--- config.mk ---
export PLATFORM = sky130hd
export DESIGN_NAME = adc_temperature_to_seven_segment_unit
export DESIGN_NICKNAME = d
export VERILOG_FILES = /design/src/hdl/adcseg_pkg.sv /design/src/hdl/adcseg_isqrt.sv /design/src/hdl/adc_temperature_to_seven_segment_unit.sv
export SDC_FILE = /design/constraint.sdc
export NUM_CORES = 2
export LEC_CHECK = 0
export BUFFER_PORTS_ARGS = -buffer_cell sky130_fd_sc_hd__buf_4
export CELL_PAD_IN_SITES_DETAIL_PLACEMENT = 1
export CELL_PAD_IN_SITES_GLOBAL_PLACEMENT = 2
export CORE_ASPECT_RATIO = 0.5
export CORE_MARGIN = 2
export CORE_UTILIZATION = 50
export CTS_BUF_LIST = sky130_fd_sc_hd__clkbuf_4 sky130_fd_sc_hd__clkbuf_8
export DETAILED_ROUTE_END_ITERATION = 12
export PLACE_DENSITY_LB_ADDON = 0.1
export SETUP_SLACK_MARGIN = 0.4
export SYNTH_ARGS = -nofsm -noshare
export SYNTH_HDL_FRONTEND = slang
export SYNTH_SLANG_ARGS = --single-unit
--- constraint.sdc ---
create_clock -name clk_i -period 13.7 [get_ports clk_i]
set_input_delay 0.685 -clock clk_i [delete_from_list [all_inputs] [get_ports clk_i]]
set_output_delay 0.685 -clock clk_i [all_outputs]
set_load 0.05 [all_outputs]
--- src/hdl/adcseg_pkg.sv ---
package adcseg_pkg;

  localparam int unsigned AdcW     = 10;
  localparam int unsigned MvW      = 12;
  localparam int unsigned K1W      = 26;
  localparam int unsigned RadW     = 38;
  localparam int unsigned RootW    = 19;
  localparam int unsigned RemW     = 21;
  localparam int unsigned NumW     = 22;
  localparam int unsigned FracW    = 8;
  localparam int unsigned MagW     = 13;
  localparam int unsigned RecipW   = 17;
  localparam int unsigned RecipSh  = 18;
  localparam int unsigned TempW    = 12;
  localparam int unsigned ShownW   = 7;
  localparam int unsigned DigitW   = 4;
  localparam int unsigned SegW     = 7;
  localparam int unsigned InDataW  = 16;
  localparam int unsigned OutDataW = 32;

  localparam logic [RadW-1:0]        RadK0   = 38'd192767259509;
  localparam logic [K1W-1:0]         RadK1   = 26'd37236364;
  localparam logic [RootW-1:0]       CelOff8 = 19'd392756;
  localparam logic signed [NumW-1:0] FahrOff = 22'sd40960;
  localparam logic [RecipW-1:0]      Recip5  = 17'd52429;
  localparam logic signed [TempW-1:0] DispMax = 12'sd99;
  localparam logic [ShownW-1:0]      ShownMax = 7'd99;

  localparam logic [SegW-1:0] SegZero  = 7'b1000000;
  localparam logic [SegW-1:0] SegOne   = 7'b1111001;
  localparam logic [SegW-1:0] SegTwo   = 7'b0100100;
  localparam logic [SegW-1:0] SegThree = 7'b0110000;
  localparam logic [SegW-1:0] SegFour  = 7'b0011001;
  localparam logic [SegW-1:0] SegFive  = 7'b0010010;
  localparam logic [SegW-1:0] SegSix   = 7'b0000010;
  localparam logic [SegW-1:0] SegSeven = 7'b1111000;
  localparam logic [SegW-1:0] SegEight = 7'b0000000;
  localparam logic [SegW-1:0] SegNine  = 7'b0010000;
  localparam logic [SegW-1:0] SegBlank = 7'b1111111;

  function automatic logic [SegW-1:0] seg_of(input logic [DigitW-1:0] digit);
    logic [SegW-1:0] pat;
    case (digit)
      4'd0: pat = SegZero;
      4'd1: pat = SegOne;
      4'd2: pat = SegTwo;
      4'd3: pat = SegThree;
      4'd4: pat = SegFour;
      4'd5: pat = SegFive;
      4'd6: pat = SegSix;
      4'd7: pat = SegSeven;
      4'd8: pat = SegEight;
      4'd9: pat = SegNine;
      default: pat = SegBlank;
    endcase
    return pat;
  endfunction

endpackage

--- src/hdl/adcseg_isqrt.sv ---
module adcseg_isqrt
  import adcseg_pkg::*;
(
  input  logic             clk_i,
  input  logic             rst_ni,
  input  logic             in_valid_i,
  output logic             in_ready_o,
  input  logic [RadW-1:0]  rad_i,
  output logic             out_valid_o,
  input  logic             out_ready_i,
  output logic [RootW-1:0] root_o
);

  logic             vld_q  [RootW];
  logic [RadW-1:0]  rad_q  [RootW];
  logic [RemW-1:0]  rem_q  [RootW];
  logic [RootW-1:0] root_q [RootW];
  logic [RootW:0]   rdy;

  assign rdy[RootW] = out_ready_i;

  for (genvar k = 0; k < RootW; k++) begin : g_stage
    logic             v_in;
    logic [RadW-1:0]  rad_in;
    logic [RemW-1:0]  rem_in;
    logic [RootW-1:0] root_in;
    logic [RemW+1:0]  rsh;
    logic [RemW+1:0]  trial;
    logic [RemW+1:0]  diff;
    logic             ge;

    if (k == 0) begin : g_first
      assign v_in    = in_valid_i;
      assign rad_in  = rad_i;
      assign rem_in  = '0;
      assign root_in = '0;
    end else begin : g_next
      assign v_in    = vld_q[k-1];
      assign rad_in  = rad_q[k-1];
      assign rem_in  = rem_q[k-1];
      assign root_in = root_q[k-1];
    end

    assign rsh    = {rem_in, rad_in[RadW-1 -: 2]};
    assign trial  = {{(RemW-RootW){1'b0}}, root_in, 2'b01};
    assign ge     = (rsh >= trial);
    assign diff   = rsh - trial;
    assign rdy[k] = !vld_q[k] || rdy[k+1];

    always_ff @(posedge clk_i or negedge rst_ni) begin
      if (!rst_ni) begin
        vld_q[k] <= 1'b0;
      end else if (rdy[k]) begin
        vld_q[k] <= v_in;
      end
    end

    always_ff @(posedge clk_i) begin
      if (rdy[k] && v_in) begin
        rad_q[k]  <= rad_in << 2;
        rem_q[k]  <= ge ? diff[RemW-1:0] : rsh[RemW-1:0];
        root_q[k] <= {root_in[RootW-2:0], ge};
      end
    end
  end

  assign in_ready_o  = rdy[0];
  assign out_valid_o = vld_q[RootW-1];
  assign root_o      = root_q[RootW-1];

endmodule

--- src/hdl/adc_temperature_to_seven_segment_unit.sv ---
// Converts a 10-bit converter code (4 mV per count) into whole degrees Fahrenheit
// through the sensor's square-root transfer curve and drives two active-low gfedcba
// digit patterns of the value clamped to 0..99; tuser flags a clamped reading. One
// beat is taken per clock unless the output stalls, and each result passes through
// one scaling stage, 19 square-root stages at one root bit each and four output
// stages; the square-root pipeline is the deepest part. Back-pressure on the output
// stalls the pipeline only as far as it is full.
module adc_temperature_to_seven_segment_unit
  import adcseg_pkg::*;
(
  input  logic                clk_i,
  input  logic                rst_ni,
  input  logic                s_axis_tvalid,
  output logic                s_axis_tready,
  input  logic [InDataW-1:0]  s_axis_tdata,  // [9:0] adc_code
  output logic                m_axis_tvalid,
  input  logic                m_axis_tready,
  output logic [OutDataW-1:0] m_axis_tdata,  // [11:0] fahrenheit_whole,
                                             // [18:12] tens_segments,
                                             // [25:19] ones_segments
  output logic                m_axis_tuser   // [0] out_of_range
);

  logic                     rdy_a, rdy_c, rdy_d, rdy_e, rdy_f;
  logic                     sq_in_ready, sq_out_valid;
  logic [RootW-1:0]         sq_root;

  logic                     va_q;
  logic [RadW-1:0]          rad_q;
  logic [MvW-1:0]           mv_w;
  logic [RadW-1:0]          prod_w;

  logic                     vc_q;
  logic                     neg_q;
  logic [MagW-1:0]          mag_q;
  logic signed [NumW-1:0]   c8_w, num_w;
  logic [NumW-1:0]          abs_w;

  logic                     vd_q;
  logic signed [TempW-1:0]  fd_q, fd_d;
  logic [MagW+RecipW-1:0]   qprod_w;
  logic [TempW-2:0]         quot_w;

  logic                     ve_q;
  logic signed [TempW-1:0]  fe_q;
  logic [ShownW-1:0]        shown_q, shown_d;
  logic                     flag_e_q, flag_e_d;

  logic                     vf_q;
  logic signed [TempW-1:0]  ff_q;
  logic [SegW-1:0]          tens_seg_q, ones_seg_q;
  logic                     flag_f_q;
  logic [14:0]              tprod_w;
  logic [DigitW-1:0]        tens_w, ones_w;
  logic [ShownW-1:0]        tens10_w;

  assign rdy_f = !vf_q || m_axis_tready;
  assign rdy_e = !ve_q || rdy_f;
  assign rdy_d = !vd_q || rdy_e;
  assign rdy_c = !vc_q || rdy_d;
  assign rdy_a = !va_q || sq_in_ready;
  assign s_axis_tready = rdy_a;

  // scale to radicand
  assign mv_w   = {s_axis_tdata[AdcW-1:0], 2'b00};
  assign prod_w = RadW'(RadK1) * RadW'(mv_w);

  always_ff @(posedge clk_i or negedge rst_ni) begin
    if (!rst_ni) begin
      va_q <= 1'b0;
    end else if (rdy_a) begin
      va_q <= s_axis_tvalid;
    end
  end

  always_ff @(posedge clk_i) begin
    if (rdy_a && s_axis_tvalid) begin
      rad_q <= RadK0 - prod_w;
    end
  end

  adcseg_isqrt u_isqrt (
    .clk_i       (clk_i),
    .rst_ni      (rst_ni),
    .in_valid_i  (va_q),
    .in_ready_o  (sq_in_ready),
    .rad_i       (rad_q),
    .out_valid_o (sq_out_valid),
    .out_ready_i (rdy_c),
    .root_o      (sq_root)
  );

  // Celsius to scaled Fahrenheit numerator, split into sign and magnitude
  assign c8_w  = NumW'($signed({1'b0, sq_root})) - NumW'($signed({1'b0, CelOff8}));
  assign num_w = (c8_w <<< 3) + c8_w + FahrOff;
  assign abs_w = num_w[NumW-1] ? NumW'(-num_w) : NumW'(num_w);

  always_ff @(posedge clk_i or negedge rst_ni) begin
    if (!rst_ni) begin
      vc_q <= 1'b0;
    end else if (rdy_c) begin
      vc_q <= sq_out_valid;
    end
  end

  always_ff @(posedge clk_i) begin
    if (rdy_c && sq_out_valid) begin
      neg_q <= num_w[NumW-1];
      mag_q <= abs_w[MagW+FracW-1:FracW];
    end
  end

  // divide by five, truncate toward zero
  assign qprod_w = (MagW+RecipW)'(mag_q) * (MagW+RecipW)'(Recip5);
  assign quot_w  = qprod_w[RecipSh +: (TempW-1)];
  assign fd_d    = neg_q ? -$signed({1'b0, quot_w}) : $signed({1'b0, quot_w});

  always_ff @(posedge clk_i or negedge rst_ni) begin
    if (!rst_ni) begin
      vd_q <= 1'b0;
    end else if (rdy_d) begin
      vd_q <= vc_q;
    end
  end

  always_ff @(posedge clk_i) begin
    if (rdy_d && vc_q) begin
      fd_q <= fd_d;
    end
  end

  // clamp for display
  always_comb begin
    if (fd_q < 0) begin
      shown_d  = '0;
      flag_e_d = 1'b1;
    end else if (fd_q > DispMax) begin
      shown_d  = ShownMax;
      flag_e_d = 1'b1;
    end else begin
      shown_d  = fd_q[ShownW-1:0];
      flag_e_d = 1'b0;
    end
  end

  always_ff @(posedge clk_i or negedge rst_ni) begin
    if (!rst_ni) begin
      ve_q <= 1'b0;
    end else if (rdy_e) begin
      ve_q <= vd_q;
    end
  end

  always_ff @(posedge clk_i) begin
    if (rdy_e && vd_q) begin
      fe_q     <= fd_q;
      shown_q  <= shown_d;
      flag_e_q <= flag_e_d;
    end
  end

  // split digits
  assign tprod_w  = 15'(shown_q) * 15'd205;
  assign tens_w   = tprod_w[14:11];
  assign tens10_w = ShownW'({tens_w, 3'b000}) + ShownW'({tens_w, 1'b0});
  assign ones_w   = DigitW'(shown_q - tens10_w);

  always_ff @(posedge clk_i or negedge rst_ni) begin
    if (!rst_ni) begin
      vf_q <= 1'b0;
    end else if (rdy_f) begin
      vf_q <= ve_q;
    end
  end

  always_ff @(posedge clk_i) begin
    if (rdy_f && ve_q) begin
      ff_q       <= fe_q;
      tens_seg_q <= seg_of(tens_w);
      ones_seg_q <= seg_of(ones_w);
      flag_f_q   <= flag_e_q;
    end
  end

  assign m_axis_tvalid = vf_q;
  assign m_axis_tdata  = {{(OutDataW-TempW-2*SegW){1'b0}}, ones_seg_q, tens_seg_q, ff_q};
  assign m_axis_tuser  = flag_f_q;

endmodule

==> results.cfg <==
[finish]
drive_above_1_share_pct = 8.40
final_common_cell = edfxtp_1
final_core_util_pct = 54.9
layout.nets = 5174
area_growth_pct = 9.21
final_cell_mix = edfxtp_1 (920), inv_1 (532), ha_1 (482)

[worst_setup_path]
r2r-start = mag_q[5]$_DFFE_PP_
reg2reg_to = fd_q[9]$_DFFE_PP_
rrSetupSlack_ns = 7.19
endpoint = fd_q[9]$_DFFE_PP_
startpoint = mag_q[5]$_DFFE_PP_
reg2regPathDepth = 18
required_ns = 14.31
cp_data_arrival_time_ns = 7.12
critPathMaxFanout = 4
worstSetupPathType = reg -> reg
cp-end-kind = register
start_kind = register

[global_routing]
grt_antenna_before_repair = 2
grt_first_pass_wirelength_um = 167000
grt_max_degree = 53
track_usage_pct = 18.9
grt_pass1_vias = 34200
grt_overflow_total = 0

[timing]
maxSlewViolCount = 0
hold_viol_final = 0
fin_crit_ns = 6.51
worstMarginPinSlew_ns = 1.12
finalClockSkew_ns = 0.0532
slew_headroom_pct = 25.4
setup_viol = 0
finalSetupTns_ns = 0
rsz0062_at_grt = false
max_freq_mhz = 154
min_period_over_period_pct = 47.5

[yosys]
ys_types = 95
async_reset_ff_share_pct = 2.54
yosysTopAreaCell = edfxtp_1
synth.avg_cell_area_um2 = 11.9
syn_inst = 4434
synth-main-ff-cell = edfxtp_1
synth_edf_count = 920
yosys.area.top_type_share_pct = 52.4
yosysWarnings = 0
synth_seq_cells = 944
syn-cell-area_mm2 = 0.0528
netlist_top_cells_area = edfxtp_1 (52%), ha_1 (11%), fa_1 (3.8%)
seq_area_frac_synth_pct = 53.5

[route]
route.detailed.drc = 0
postRouteAntennaNets = 0
wl_per_cell_um = 16.8
first_pass_iters = 5
routed_wl_um = 102000
drt_iter0_drc = 1272
vias_per_cell = 5.30
num_vias = 32400

[place]
dpl.hpwl_um = 78900
gp_congestion = 0.871
port_buffers = 42

[floorplan]
core_mm2 = 0.105
rows = 84
start_util_pct = 50.3
die_width_um = 463
die_area_mm2 = 0.108
die_y_um = 234
ios = 55

[run]
cap_violations = 0

[clocking]
cts_buffers = 141
clk_latency_ns = 0.86
cts_buffer_depth = 3
clockRootBuffer = clkbuf_8
clock-sinks = 944
post_cts.repair.setup_buffers = 0
cts_tree = built
clk_pin_slew_worst_paths_ns = 0.08
ctsHtreeMaxLevel = 4

[hold_path]
min_path_type = in -> reg

[outcome]
status = finished clean
## metrics by stage
step / setup slack (ns) / area [um2] / hold WS, ns / cells
floorplan: 7.78 / 52800 / 0.389 / 4440
global placement: 7.10 / 54800 / 0.400 / 5846
detailed placement: 7.00 / 54800 / 0.405 / 5846
CTS: 7.10 / 57600 / 0.00121 / 6098
global route: 6.79 / 57600 / 0.0426 / 6101
finish: 7.19 / 57600 / 0.0893 / 6103
## layout make-up
class | instances | area (um2)
Fill cell | 10800 | 47300
Inverter | 532 | 2000
Multi-Input combinational cell | 2891 | 22300
Timing Repair Buffer | 61 | 460
Clock inverter | 56 | 382
Tap cell | 1419 | 1780
Clock buffer | 195 | 2420
Antenna cell | 5 | 12.5
Sequential cell | 944 | 28200
## worst max-delay path, cell delays in order (launching register included)
cell      delay [ns]
edfxtp_1        0.46
inv_1           0.07
ha_1            0.34
fa_1            0.60
fa_1            0.50
fa_1            0.55
fa_1            0.55
inv_1           0.04
ha_1            0.19
or4_1           0.53
a221oi_2        0.23
a221oi_1        0.17
or2_2           0.35
o31a_1          0.29
o21ai_0         0.54
o211ai_1        0.25
mux2i_1         0.19
nor4_2          0.31
xor2_1          0.10
## timing repair
action	in CTS	in global routing
endpoints found under the hold margin	24	0
setup endpoints to repair	0	0
gates resized for setup	0	0
hold buffers	1	0
## registers in the layout (all words and copies together), names as in the netlist
register / cells
u_isqrt.out_valid_o: 1
shown_q: 7
u_isqrt.root_q: 190
u_isqrt.rem_q: 351
mag_q: 13
fe_q: 12
ve_q: 1
ff_q: 12
vc_q: 1
fd_q: 12
u_isqrt.rad_q: 272
m_axis_tuser: 1
vd_q: 1
u_isqrt.g_stage.v_in: 18
flag_e_q: 1
m_axis_tvalid: 1
va_q: 1
ones_seg_q: 7
neg_q: 1
tens_seg_q: 7
rad_q: 34
## synthesized netlist by cell type (all sizes together), types with 9 or more instances
master,count
a21oi,222
a211oi,17
nand3,72
nor3,91
a21boi,24
nand4,47
nor4,41
a21o,65
nor3b,10
o31ai,52
nand2b,72
nand2,275
o41ai,9
o21ai,189
xnor2,197
or4,23
xor2,167
edfxtp,920
inv,532
mux2,25
or3,33
clkbuf,51
and2,36
o21a,52
nand3b,16
dfrtp,24
a31oi,25
ha,482
o211ai,12
nor2b,45
nor2,278
or2,39
o2111ai,10
o21bai,18
fa,101
buf,22
nand4b,10
and3,20
## worst min-delay path by stage
stage,from,endpoint,depth (start not counted)
after detailed placement,u_isqrt.rad_q[1][33]$_DFFE_PP_,u_isqrt.rad_q[2][35]$_DFFE_PP_,0
after global placement,rad_q[25]$_DFFE_PP_,u_isqrt.rad_q[0][25]$_DFFE_PP_,0
final,s_axis_tvalid,va_q$_DFFE_PN0N_,2
after floorplan,rst_ni,m_axis_tvalid$_DFFE_PN0P_,0
after global routing,s_axis_tvalid,va_q$_DFFE_PN0N_,2
after CTS,s_axis_tvalid,va_q$_DFFE_PN0N_,2
## metal layers
metal | part of all wire (%) | GRT usage (%) | vias to the layer above
li1 | - | - | 16100
met1 | 43 | 21.9 | 15700
met2 | 52 | 35.4 | 303
met3 | 2.8 | 3.12 | 168
met4 | 2.5 | 6.91 | 0
met5 | 0 | 0 | -
## cells by family (layout without fill, tap and decap cells)
logic type                 count (synthesis)  count (layout)  share of synthesized area (%)
and+or+nand+nor                         1128            1128                           10.7
DFF                                      944             944                           53.5
AOI/OAI and AO/OA                        776             776                           9.37
buffers and inverters                    605             844                           4.41
adders and majority gates                583             583                           15.3
xor gates and xnor gates                 364             364                           6.04
muxes                                     33              33                          0.692
other                                      1              12                        0.00711
Power is not shown: default switching activity piles up to over one toggle a cycle in this logic, so the estimate is an artifact.
